File: src/design/bbc_pkg.sv
// shared types and codes for the block buffer cache
`default_nettype none
package bbc_pkg;
  // pool geometry
  localparam int unsigned NUM_BUFFERS = 16;
  localparam int unsigned NUM_BUCKETS = 4;
  localparam int unsigned BLOCK_BITS  = 16;

  typedef enum logic [2:0] {
    CODE_HIT       = 3'd0,
    CODE_ALLOC     = 3'd1,
    CODE_BUSY      = 3'd2,
    CODE_NOFREE    = 3'd3,
    CODE_WRITEBACK = 3'd4,
    CODE_FULL      = 3'd5,
    CODE_RELEASED  = 3'd6,
    CODE_NOTHELD   = 3'd7
  } code_e;

  typedef enum logic [1:0] {
    ST_IDLE,
    ST_LOOK,
    ST_UPDATE,
    ST_DONE
  } state_e;

  localparam int unsigned OP_GET = 0;
  localparam int unsigned OP_RELEASE = 1;

  // controller to datapath
  typedef struct packed {
    logic load;
    logic look;
    logic update;
    logic emit;
  } ctrl_t;
endpackage
`default_nettype wire

File: src/design/bbc_ctrl.sv
// controller state machine for the block buffer cache
`default_nettype none
module bbc_ctrl (
  input  wire logic            clk_i,
  input  wire logic            rst_ni,
  input  wire logic            start,
  output logic                 busy,
  output bbc_pkg::ctrl_t       ctrl_o
);
  import bbc_pkg::*;

  state_e state_q, state_d;

  // next state
  always_comb begin
    state_d = state_q;
    unique case (state_q)
      ST_IDLE:   if (start) state_d = ST_LOOK;
      ST_LOOK:   state_d = ST_UPDATE;
      ST_UPDATE: state_d = ST_DONE;
      ST_DONE:   state_d = ST_IDLE;
      default:   state_d = ST_IDLE;
    endcase
  end

  // outputs
  always_comb begin
    ctrl_o = '0;
    busy = (state_q != ST_IDLE);
    unique case (state_q)
      ST_IDLE:   ctrl_o.load = start;
      ST_LOOK:   ctrl_o.look = 1'b1;
      ST_UPDATE: ctrl_o.update = 1'b1;
      ST_DONE:   ctrl_o.emit = 1'b1;
      default:   ctrl_o = '0;
    endcase
  end

  always_ff @(posedge clk_i or negedge rst_ni) begin
    if (!rst_ni) state_q <= ST_IDLE;
    else state_q <= state_d;
  end
endmodule
`default_nettype wire

File: src/design/bbc_datapath.sv
// tag store, free list and bucket counters of the block buffer cache
`default_nettype none
module bbc_datapath (
  input  wire logic           clk_i,
  input  wire logic           rst_ni,
  input  bbc_pkg::ctrl_t      ctrl_i,
  input  wire logic           cfg_we_i,
  input  wire logic [4:0]     cfg_data_i,
  input  wire logic           op_i,
  input  wire logic [15:0]    block_i,
  input  wire logic [7:0]     owner_i,
  input  wire logic           delayed_write_i,
  output logic                valid_o,
  output logic [2:0]          code_o,
  output logic [3:0]          buffer_index_o,
  output logic [15:0]         writeback_block_o
);
  import bbc_pkg::*;

  localparam int IW = (NUM_BUFFERS > 1) ? $clog2(NUM_BUFFERS) : 1;
  localparam int BW = (NUM_BUCKETS > 1) ? $clog2(NUM_BUCKETS) : 1;
  localparam int CW = $clog2(NUM_BUFFERS + 1);
  localparam logic [CW-1:0] FULL_CNT = CW'(NUM_BUFFERS);

  logic [4:0]            limit_q;
  logic [BLOCK_BITS-1:0] tag_q [NUM_BUFFERS];
  logic [NUM_BUFFERS-1:0] vld_q, bsy_q, dty_q;
  logic [7:0]            own_q [NUM_BUFFERS];
  logic [IW-1:0]         nxt_q [NUM_BUFFERS];
  logic [IW-1:0]         prv_q [NUM_BUFFERS];
  logic [IW-1:0]         head_q;
  logic [CW-1:0]         fcnt_q;
  logic [CW-1:0]         bcnt_q [NUM_BUCKETS];

  // captured request
  logic                  op_q, dw_q;
  logic [BLOCK_BITS-1:0] blk_q;
  logic [7:0]            ownr_q;
  // lookup results
  logic                  hit_q;
  logic [IW-1:0]         hidx_q;
  logic [2:0]            code_q;
  logic [3:0]            idx_q;
  logic [15:0]           wb_q;

  // parallel tag compare
  logic          hit_c;
  logic [IW-1:0] hidx_c;
  always_comb begin
    hit_c = 1'b0;
    hidx_c = '0;
    for (int i = NUM_BUFFERS - 1; i >= 0; i--) begin
      if (vld_q[i] && tag_q[i] == blk_q) begin
        hit_c = 1'b1;
        hidx_c = IW'(i);
      end
    end
  end

  logic [BW-1:0] nb, ob;
  assign nb = BW'(blk_q % NUM_BUCKETS);
  assign ob = BW'(tag_q[head_q] % NUM_BUCKETS);

  // configuration register
  always_ff @(posedge clk_i or negedge rst_ni) begin
    if (!rst_ni) limit_q <= 5'd5;
    else if (cfg_we_i) limit_q <= cfg_data_i;
  end

  // request capture and lookup
  always_ff @(posedge clk_i) begin
    if (ctrl_i.load) begin
      op_q <= op_i;
      dw_q <= delayed_write_i;
      blk_q <= block_i[BLOCK_BITS-1:0];
      ownr_q <= owner_i;
    end
    if (ctrl_i.look) begin
      hit_q <= hit_c;
      hidx_q <= hidx_c;
    end
  end

  // state update
  always_ff @(posedge clk_i or negedge rst_ni) begin
    logic [IW-1:0] x, p, n, t;
    logic [3:0]    ri;
    logic [15:0]   rw;
    if (!rst_ni) begin
      vld_q <= '0;
      bsy_q <= '0;
      dty_q <= '0;
      head_q <= '0;
      fcnt_q <= FULL_CNT;
      for (int i = 0; i < NUM_BUFFERS; i++) begin
        tag_q[i] <= '0;
        own_q[i] <= '0;
        nxt_q[i] <= IW'((i + 1) % NUM_BUFFERS);
        prv_q[i] <= IW'((i + NUM_BUFFERS - 1) % NUM_BUFFERS);
      end
      for (int b = 0; b < NUM_BUCKETS; b++) bcnt_q[b] <= '0;
      code_q <= CODE_HIT;
      idx_q <= '0;
      wb_q <= '0;
      valid_o <= 1'b0;
    end else begin
      valid_o <= ctrl_i.emit;
      if (ctrl_i.update) begin
        x = hit_q ? hidx_q : head_q;
        p = prv_q[x];
        n = nxt_q[x];
        t = prv_q[head_q];
        ri = '0;
        rw = '0;
        if (op_q == 1'(OP_GET)) begin
          if (hit_q) begin
            if (bsy_q[x]) code_q <= CODE_BUSY;
            else begin
              if (fcnt_q == CW'(1)) head_q <= '0;
              else begin
                nxt_q[p] <= n;
                prv_q[n] <= p;
                if (head_q == x) head_q <= n;
              end
              fcnt_q <= fcnt_q - CW'(1);
              bsy_q[x] <= 1'b1;
              own_q[x] <= ownr_q;
              code_q <= CODE_HIT;
              ri = 4'(x);
            end
          end else if (fcnt_q == '0) begin
            code_q <= CODE_NOFREE;
          end else if (dty_q[x]) begin
            dty_q[x] <= 1'b0;
            code_q <= CODE_WRITEBACK;
            ri = 4'(x);
            rw = 16'(tag_q[x]);
          end else if (32'(bcnt_q[nb]) >= 32'(limit_q)) begin
            code_q <= CODE_FULL;
          end else begin
            if (fcnt_q == CW'(1)) head_q <= '0;
            else begin
              nxt_q[p] <= n;
              prv_q[n] <= p;
              head_q <= n;
            end
            fcnt_q <= fcnt_q - CW'(1);
            if (vld_q[x] && bcnt_q[ob] != '0) begin
              if (ob == nb) bcnt_q[nb] <= bcnt_q[nb];
              else begin
                bcnt_q[ob] <= bcnt_q[ob] - CW'(1);
                bcnt_q[nb] <= bcnt_q[nb] + CW'(1);
              end
            end else bcnt_q[nb] <= bcnt_q[nb] + CW'(1);
            tag_q[x] <= blk_q;
            vld_q[x] <= 1'b1;
            bsy_q[x] <= 1'b1;
            dty_q[x] <= 1'b0;
            own_q[x] <= ownr_q;
            code_q <= CODE_ALLOC;
            ri = 4'(x);
          end
        end else begin
          if (hit_q && bsy_q[x]) begin
            dty_q[x] <= dty_q[x] | dw_q;
            bsy_q[x] <= 1'b0;
            if (fcnt_q == '0) begin
              head_q <= x;
              nxt_q[x] <= x;
              prv_q[x] <= x;
            end else begin
              nxt_q[t] <= x;
              prv_q[x] <= t;
              nxt_q[x] <= head_q;
              prv_q[head_q] <= x;
            end
            fcnt_q <= fcnt_q + CW'(1);
            code_q <= CODE_RELEASED;
            ri = 4'(x);
          end else code_q <= CODE_NOTHELD;
        end
        idx_q <= ri;
        wb_q <= rw;
      end
    end
  end

  assign code_o = code_q;
  assign buffer_index_o = idx_q;
  assign writeback_block_o = wb_q;
endmodule
`default_nettype wire

File: src/design/block_buffer_cache_getblk.sv
// top level of the block buffer cache
// A request beat (start high while busy low) is answered once by a one-cycle
// done_o strobe with the result on the result ports: the request is captured
// at its beat, the LOOK state registers the parallel tag compare, the UPDATE
// state updates the free list and counters, the DONE state arms the strobe,
// and the registered strobe shows the result after DONE. busy stays high in
// LOOK, UPDATE and DONE, so no new request is taken before the last leaves DONE.
// The receiver cannot stall; the result must be taken in its strobe cycle.
`default_nettype none
module block_buffer_cache_getblk (
  input  wire logic        clk_i,
  input  wire logic        rst_ni,
  input  wire logic        start,
  output logic             busy,
  input  wire logic        cfg_we_i,
  input  wire logic [4:0]  cfg_data_i,
  input  wire logic        op_i,
  input  wire logic [15:0] block_i,
  input  wire logic [7:0]  owner_i,
  input  wire logic        delayed_write_i,
  output logic             done_o,
  output logic [2:0]       code_o,
  output logic [3:0]       buffer_index_o,
  output logic [15:0]      writeback_block_o
);
  import bbc_pkg::*;

  ctrl_t ctrl;

  // controller
  bbc_ctrl u_ctrl (
    .clk_i  (clk_i),
    .rst_ni (rst_ni),
    .start  (start),
    .busy   (busy),
    .ctrl_o (ctrl)
  );

  // datapath
  bbc_datapath u_dp (
    .clk_i             (clk_i),
    .rst_ni            (rst_ni),
    .ctrl_i            (ctrl),
    .cfg_we_i          (cfg_we_i),
    .cfg_data_i        (cfg_data_i),
    .op_i              (op_i),
    .block_i           (block_i),
    .owner_i           (owner_i),
    .delayed_write_i   (delayed_write_i),
    .valid_o           (done_o),
    .code_o            (code_o),
    .buffer_index_o    (buffer_index_o),
    .writeback_block_o (writeback_block_o)
  );
endmodule
`default_nettype wire

File: config.mk
export PLATFORM = sky130hd
export DESIGN_NAME = block_buffer_cache_getblk
export DESIGN_NICKNAME = d
export VERILOG_FILES = /design/src/design/bbc_pkg.sv /design/src/design/bbc_ctrl.sv /design/src/design/bbc_datapath.sv /design/src/design/block_buffer_cache_getblk.sv
export SDC_FILE = /design/constraint.sdc
export NUM_CORES = 2
export LEC_CHECK = 0
export ABC_AREA = 1
export BUFFER_PORTS_ARGS = -buffer_cell sky130_fd_sc_hd__buf_2
export CAP_MARGIN = 0
export CORE_ASPECT_RATIO = 1.5
export CORE_MARGIN = 8
export CORE_UTILIZATION = 45
export DETAILED_ROUTE_END_ITERATION = 10
export PLACE_DENSITY_LB_ADDON = 0.15
export SLEW_MARGIN = 10
export SYNTH_ARGS = -nofsm -noshare
export SYNTH_HDL_FRONTEND = slang
export SYNTH_SLANG_ARGS = --single-unit
File: constraint.sdc
create_clock -name clk_i -period 3.8 [get_ports clk_i]
set_input_delay 0.38 -clock clk_i [delete_from_list [all_inputs] [get_ports clk_i]]
set_output_delay 0.38 -clock clk_i [all_outputs]
set_load 0.1 [all_outputs]
## Word level (Yosys, flattened, before mapping)

Cells that the tools add are included.

| word-level totals | value |
|---|---|
| flip-flop bits (word level) | 515 |
| bits in latches | 0 |
| memory bits (writable) | 0 |
| ROM bits | 0 |
| input bits | 35 |
| output and inout bits | 25 |
| logic and storage cells | 333 |
| memories kept | 0 |

| operators by class | value |
|---|---|
| add/sub/neg operators | 4 |
| multiply operators | 0 |
| divide/modulo/power cells | 0 |
| $lt $le $gt $ge | 17 |
| equal/unequal tests | 34 |
| shift-type cells | 0 |
| muxes and demuxes | 151 |
| bitwise operators | 18 |
| reduce and logical (&&, ||, !) cells | 38 |

Operator list:

| kind | number |
|---|---|
| $mux W64 | 18 |
| $bwmux W64 | 8 |
| $mux W16 | 20 |
| $bwmux W256 | 1 |
| $eq A16 B16 Y1 | 16 |
| $mux W4 | 38 |
| $bmux W16 S4 | 2 |
| $bwmux W20 | 4 |
| $demux W4 S4 | 5 |
| $mux W5 | 13 |
| $demux W16 S4 | 1 |
| $bmux W4 S4 | 3 |
| $mux W20 | 2 |
| $and A16 B16 Y16 | 2 |
| $or A16 B16 Y16 | 2 |
| $mux W3 | 9 |
| $logic_and A1 B1 Y1 | 26 |
| $ge A5 B5 Y1 const B | 5 |
| $lt A5 B1 Y1 const B | 5 |
| $not A4 Y5 | 5 |
| $bmux W5 S2 | 2 |
| $demux W5 S2 | 2 |
| $bwmux W16 | 1 |
| $not A16 Y16 | 1 |
| 36 further kinds | 71 |

## Longest topological paths before layout

| depth | value |
|---|---|
| depth in word-level cells | 17 |
| gate-level depth with buffers | 26 |
| gate-level depth less buffers | 24 |

## Cells and area by module

Synthesis repeated with hierarchy kept, for this count alone.

| second synthesis, totals | value |
|---|---|
| cells, all modules | 4385 |
| area total of the unflattened synthesis | 31557.8 um^2 |

By module, submodules not included:

| module | instances | cells each | area each (um^2) | seq. area each (um^2) |
|---|---|---|---|---|
| bbc_datapath | 1 | 4362 | 31382.6 | 13036.3 |
| bbc_ctrl | 1 | 23 | 175.2 | 50.0 |

## Worst setup path before layout

OpenSTA, ideal clock, no wires.

| path | value |
|---|---|
| path kind | register to register |
| from | register u_dp.blk_q[1] |
| to | register u_dp.tag_q[239] in the netlist's numbering |
| setup time | 135 ps |
| arrival | 3326 ps |
| data required time | 3665 ps |
| path slack | 339 ps |
| stages on the path, launching flop included | 20 |
| buffers on the path | 3 |
| clock period less this slack | 3461 ps |
| cells stage by stage | edfxtp_1 clkbuf_1 clkinv_1 nor2_1 inv_1 o22ai_1 a21oi_1 o21ai_0 ha_1 nand2_1 inv_1 a221oi_1 and3_1 inv_1 nor3_2 buf_2 nand2_1 clkbuf_1 nand2_1 o21ai_0 |

| on the way | value |
|---|---|
| longest elaborated chain between the ends | 7 |

RTL lines:

| element | RTL line | text |
|---|---|---|
| from (decl) | bbc_datapath.sv:37 | `logic [BLOCK_BITS-1:0] blk_q;` |
| from (signal assigned) | bbc_datapath.sv:75 | `blk_q <= block_i[BLOCK_BITS-1:0];` |
| $not A2 Y3 (implied by the code) | bbc_datapath.sv:138 | `end else if (32'(bcnt_q[nb]) >= 32'(limit_q)) begin` |
| $bmux W5 S2 | bbc_datapath.sv:138 |  |
| $mux W5 (implied by the code) (2 in a row) | bbc_datapath.sv:138 |  |
| $ge A5 B5 Y1 | bbc_datapath.sv:138 |  |
| $not A1 Y1 (no line) | -- |  |
| $reduce_and A6 Y1 (no line) | -- |  |
| to (signal, indexed assignment) | bbc_datapath.sv:155 | `tag_q[x] <= blk_q;` |
| to (decl) | bbc_datapath.sv:26 | `logic [BLOCK_BITS-1:0] tag_q [NUM_BUFFERS];` |

Every way passes these cells. The select of a mux whose other input is x is not followed.
A chain may end at the register's enable or synchronous reset.

## Final worst setup path

| path | value |
|---|---|
| from | register u_dp.head_q[2] |
| to | register u_dp.prv_q[27] in the netlist's numbering |

| on the way | value |
|---|---|
| longest elaborated chain between the ends | 17 |
| elaborated cells on any way between the ends | 50 |
| those cells by class | order compare (6); eq/ne (3); mux (33); bitwise (3); reduce/logical (5) |

RTL lines:

| element | RTL line | text |
|---|---|---|
| from (decl) | bbc_datapath.sv:31 | `logic [IW-1:0] head_q;` |
| from (signal assigned) | bbc_datapath.sv:123 | `if (head_q == x) head_q <= n;` |
| from (signal assigned) | bbc_datapath.sv:145 | `head_q <= n;` |
| $mux W4 | bbc_datapath.sv:109 | `x = hit_q ? hidx_q : head_q;` |
| $not A4 Y5 (implied by the code) | -- |  |
| $bmux W4 S4 | bbc_datapath.sv:111 | `n = nxt_q[x];` |
| $mux W4 (implied by the code) (2 in a row) | bbc_datapath.sv:111 |  |
| $not A4 Y5 (implied by the code) | bbc_datapath.sv:122, bbc_datapath.sv:144 |  |
| $ge A5 B5 Y1 (implied by the code) / $lt A5 B1 Y1 (equally long branches) | bbc_datapath.sv:122, bbc_datapath.sv:144 |  |
| $logic_and A1 B1 Y1 (implied by the code) | bbc_datapath.sv:122, bbc_datapath.sv:144 |  |
| $mux W4 (implied by the code) | bbc_datapath.sv:122, bbc_datapath.sv:144 |  |
| $demux W4 S4 | bbc_datapath.sv:122, bbc_datapath.sv:144 |  |
| $bwmux W64 | bbc_datapath.sv:122, bbc_datapath.sv:144 |  |
| $mux W64 | bbc_datapath.sv:119, bbc_datapath.sv:141 |  |
| $mux W64 | bbc_datapath.sv:138 |  |
| $mux W64 | bbc_datapath.sv:133 | `end else if (dty_q[x]) begin` |
| $mux W64 | bbc_datapath.sv:131 | `end else if (fcnt_q == '0) begin` |
| $mux W64 | bbc_datapath.sv:116 | `if (hit_q) begin` |
| $mux W64 | bbc_datapath.sv:115 | `if (op_q == 1'(OP_GET)) begin` |
| to (signal, indexed assignment) | bbc_datapath.sv:122 | `prv_q[n] <= p;` |
| to (signal, indexed assignment) | bbc_datapath.sv:144 | `prv_q[n] <= p;` |
| to (signal, indexed assignment) | bbc_datapath.sv:173 | `prv_q[x] <= t;` |
| to (decl) | bbc_datapath.sv:30 | `logic [IW-1:0] prv_q [NUM_BUFFERS];` |

Several ways; a longest one is shown, not always the timed one. The select of a mux whose other input is x is not followed.

==> metrics <==
status=finished, final reports clean; DIE WIDTH=roughly 230 um; sw frac=0.493; smallest setup slack after layout=0.159 ns; clock sink count=~520; core area=0.0698 sq mm; met2 usage=0.579; final WL=approximately 140000 um; VDD IR-drop max=between 0.7 and 0.8 mV; Tot GR Track Use=0.350; min Tclk post-route=3.64 ns; most frequent cells in the layout=1114 x nand2_1, 491 x o21ai_0, 425 x dfrtp_1; Leakage Power=16.5 nW; Flop pwr share=0.277; global-route wire length before repair=208000 um; Clock Path Buffers=3; Slew headroom=0.247; dpl ws=-0.200 ns; Worst Setup Start Kind=flop; number of synthesized flops with an enable pin=23; Die Y=approximately 340 um; Internal Power=15.8 mW; commonest non-fill, non-tap cell in the layout=nand2_1; CTS Buf Count=53; asr flop ratio synth=0.955; initial core utilization=0.451; global routing's busiest layer=met2; Slew @ Worst Pin=around 1.1 ns; worst skew pair latency=roughly 0.64 ns; worst hold path class=in -> reg; Via Count=around 33000; hold violation count in the final report=0; M3 GR Usage=0.0522; max-cap violations=0; gpl congestion=1.03; Post-Syn Nets=4280; Worst EP required=approximately 4.4 ns; Placed Cells=5269; clock power share=0.187; drt drc=0; CTS root buffer=clkbuf_16; drt pass-1 iters=5; Cell variety after synth=65; dominant cell type by area after synthesis=dfrtp_1; PD cells=roughly 840 mW/mm^2; CTS tree=built; worst path cell trace=nand2_1, nand2_2, buf_4, nor2_2, buf_4, nand2_1, nand2_1, nor2_4, nand2_2, inv_1, nand2_1, a21oi_2, nand2_1, nor2_1, nor2_1; top cell type's share of synthesized area=0.338; syn avg cell area=roughly 7.5 sq um; initial DRC count=3172; die area=between 0.07 and 0.08 sq mm; Data arrival, critical path=~4.2 ns; worst clock skew=0.0217 ns; P&R area growth vs syn=18.0%; nets@finish=4501; share of cells above drive strength 1=0.158; synthesized cell area=0.0315 sq mm; final setup vio count=0; CP Class=reg -> reg; max-slew violations=0; CP max stage cell=dfrtp_1; fin cells=~5400; Max Clk Rate=around 270 MHz; Clk pin slew, worst setup/hold paths=about 0.070 ns; hpwl dp=a little over 100000 um; sequential element share of the synthesized area=0.415; initial antenna violation count=1; H-tree depth=2; CP Max Fanout=11; Mapped Cells=4229; I/O Pins=60; largest net degree at the start of global routing=roughly 100; P_sw=approximately 15 mW; critical path's most frequent cell=nand2_1; Final period util=0.958; GR Util met1=0.388; cell row count=119; Yosys Warn Count=0; filler cell count in the final layout=~6800; CP peak stage delay=between 0.7 and 0.8 ns; largest cells by area after synthesis=dfrtp_1 34%, nand2_1 13%, o21ai_0 7.8%, dfstp_2 5.6%, o22ai_1 5.2%; Buffers on Ports=a little over 50; Vias/cell=6.05; grt ovf=0; Critical Path End Type=flop; vias in the first global route=between 30000 and 40000; flops & latches, synth=between 500 and 600; WL/cell=26.1 um; ys flop type=dfrtp_1; Comb pwr share=0.536; ANT nets after route=0
[metrics by stage]
step	TNS (ns)	total power, mW	cell area (sq um)	hold WS, ns	utilization
5_1_grt	-0.00872	32.5	37200	0.0772	0.532
6_report	0	31.1	37200	0.0459	0.533
4_1_cts	0	30.7	37100	0.0246	0.531
3_3_place_gp	-0.767	24.6	34900	0.447	0.500
3_5_place_dp	-3.21	24.8	34900	0.453	0.500
2_1_floorplan	0	17.6	31500	0.0844	-
[power groups by stage]
stage          Combinational [mW]  Sequential, mW  Clock, mW
2_1_floorplan                8.76            8.82          0
3_3_place_gp                 16.0            8.63          0
3_5_place_dp                 16.1            8.65          0
4_1_cts                      16.2            8.57       5.90
5_1_grt                      17.7            8.78       6.07
6_report                     16.7            8.63       5.81
[state kept, by name, summed over array words and instances, names as in the netlist, 16 cells and up, named ones only]
register                cells
u_dp.blk_q                 16
u_dp.nxt_q                 64
u_dp.writeback_block_o     16
u_dp.dty_q                 16
u_dp.prv_q                 64
u_dp.bcnt_q                20
u_dp.tag_q                256
u_dp.vld_q                 16
[cell type report]
| cell class | instances | area, sq um | area share |
|---|---|---|---|
| Multi-Input combinational cell | 3159 | 16200 | 0.435 |
| Sequential cell | 515 | 13100 | 0.352 |
| Timing Repair Buffer | 424 | 3730 | 0.100 |
| Clock buffer | 70 | 1490 | 0.0401 |
| Inverter | 297 | 1140 | 0.0306 |
| Tap cell | 907 | 1130 | 0.0305 |
| Clock inverter | 29 | 418 | 0.0112 |
| Antenna cell | 2 | 5.00 | 0.000135 |
[critical path: cells and delay by family, from the launching register on]
| kind | cells | cell delay [ns] |
|---|---|---|
| compound gates | 1 | 0.31 |
| flops | 1 | 0.73 |
| buf+inv | 3 | 0.74 |
| simple gates | 11 | 1.78 |
[repair_timing]
item,in CTS,in global routing
buffers inserted,0,8
hold buffers,25,0
endpoints found under the hold margin,103,0
pin swaps,0,1
resized for setup,3,16
endpoints found under the setup margin,287,417
[cells in the mapped netlist (all sizes together), types with 4 or more instances]
library cell,count
xor2,51
a21boi,6
nor2,399
a22oi,147
a22o,6
nand4,31
or2,26
xnor2,22
ha,16
nor4,18
inv,279
buf,88
nand3,127
clkinv,18
o2111ai,8
o31ai,23
o211ai,26
a211oi,9
o21a,6
nor3,18
a221oi,28
dfstp,67
a21oi,154
dfrtp,425
o221ai,53
edfxtp,23
a31oi,10
o21ai,541
and3,4
nand2,1151
o22ai,260
clkbuf,170
[per-layer routing]
metal  up-vias  routed length, um
met1     15443              49800
met2      1697              66500
met5         -                  0
met4         0              14900
li1      15010                  -
met3       557               9650
[cell families (layout without fill, tap and decap cells)]
| logic type | after synthesis | in the layout | share of synthesized area |
|---|---|---|---|
| AOI/OAI and AO/OA | 1293 | 1293 | 0.250 |
| xor gates and xnor gates | 73 | 73 | 0.0203 |
| adders and majority gates | 16 | 16 | 0.00635 |
| buffers and inverters | 555 | 820 | 0.0724 |
| DFF | 515 | 515 | 0.415 |
| muxes | 1 | 1 | 0.000357 |
| other | 0 | 2 | 0 |
| and+or+nand+nor | 1776 | 1776 | 0.235 |
[path summary, 6_finish.rpt]
kind	start	to	slack, ns	cells after the start
hold reg to reg	u_dp.nxt_q[60]	u_dp.nxt_q[60]	0.46	2
setup reg to reg	u_dp.head_q[2]	u_dp.prv_q[27]	0.16	15
hold / removal	cfg_we_i	u_dp.limit_q[3]	0.05	2
max in group asynchronous	rst_ni	u_dp.prv_q[6]	2.41	3
min in group asynchronous	rst_ni	u_dp.nxt_q[30]	0.41	2
setup / recovery	u_dp.head_q[2]	u_dp.prv_q[27]	0.16	15
Power figures use the tool's default switching activity.
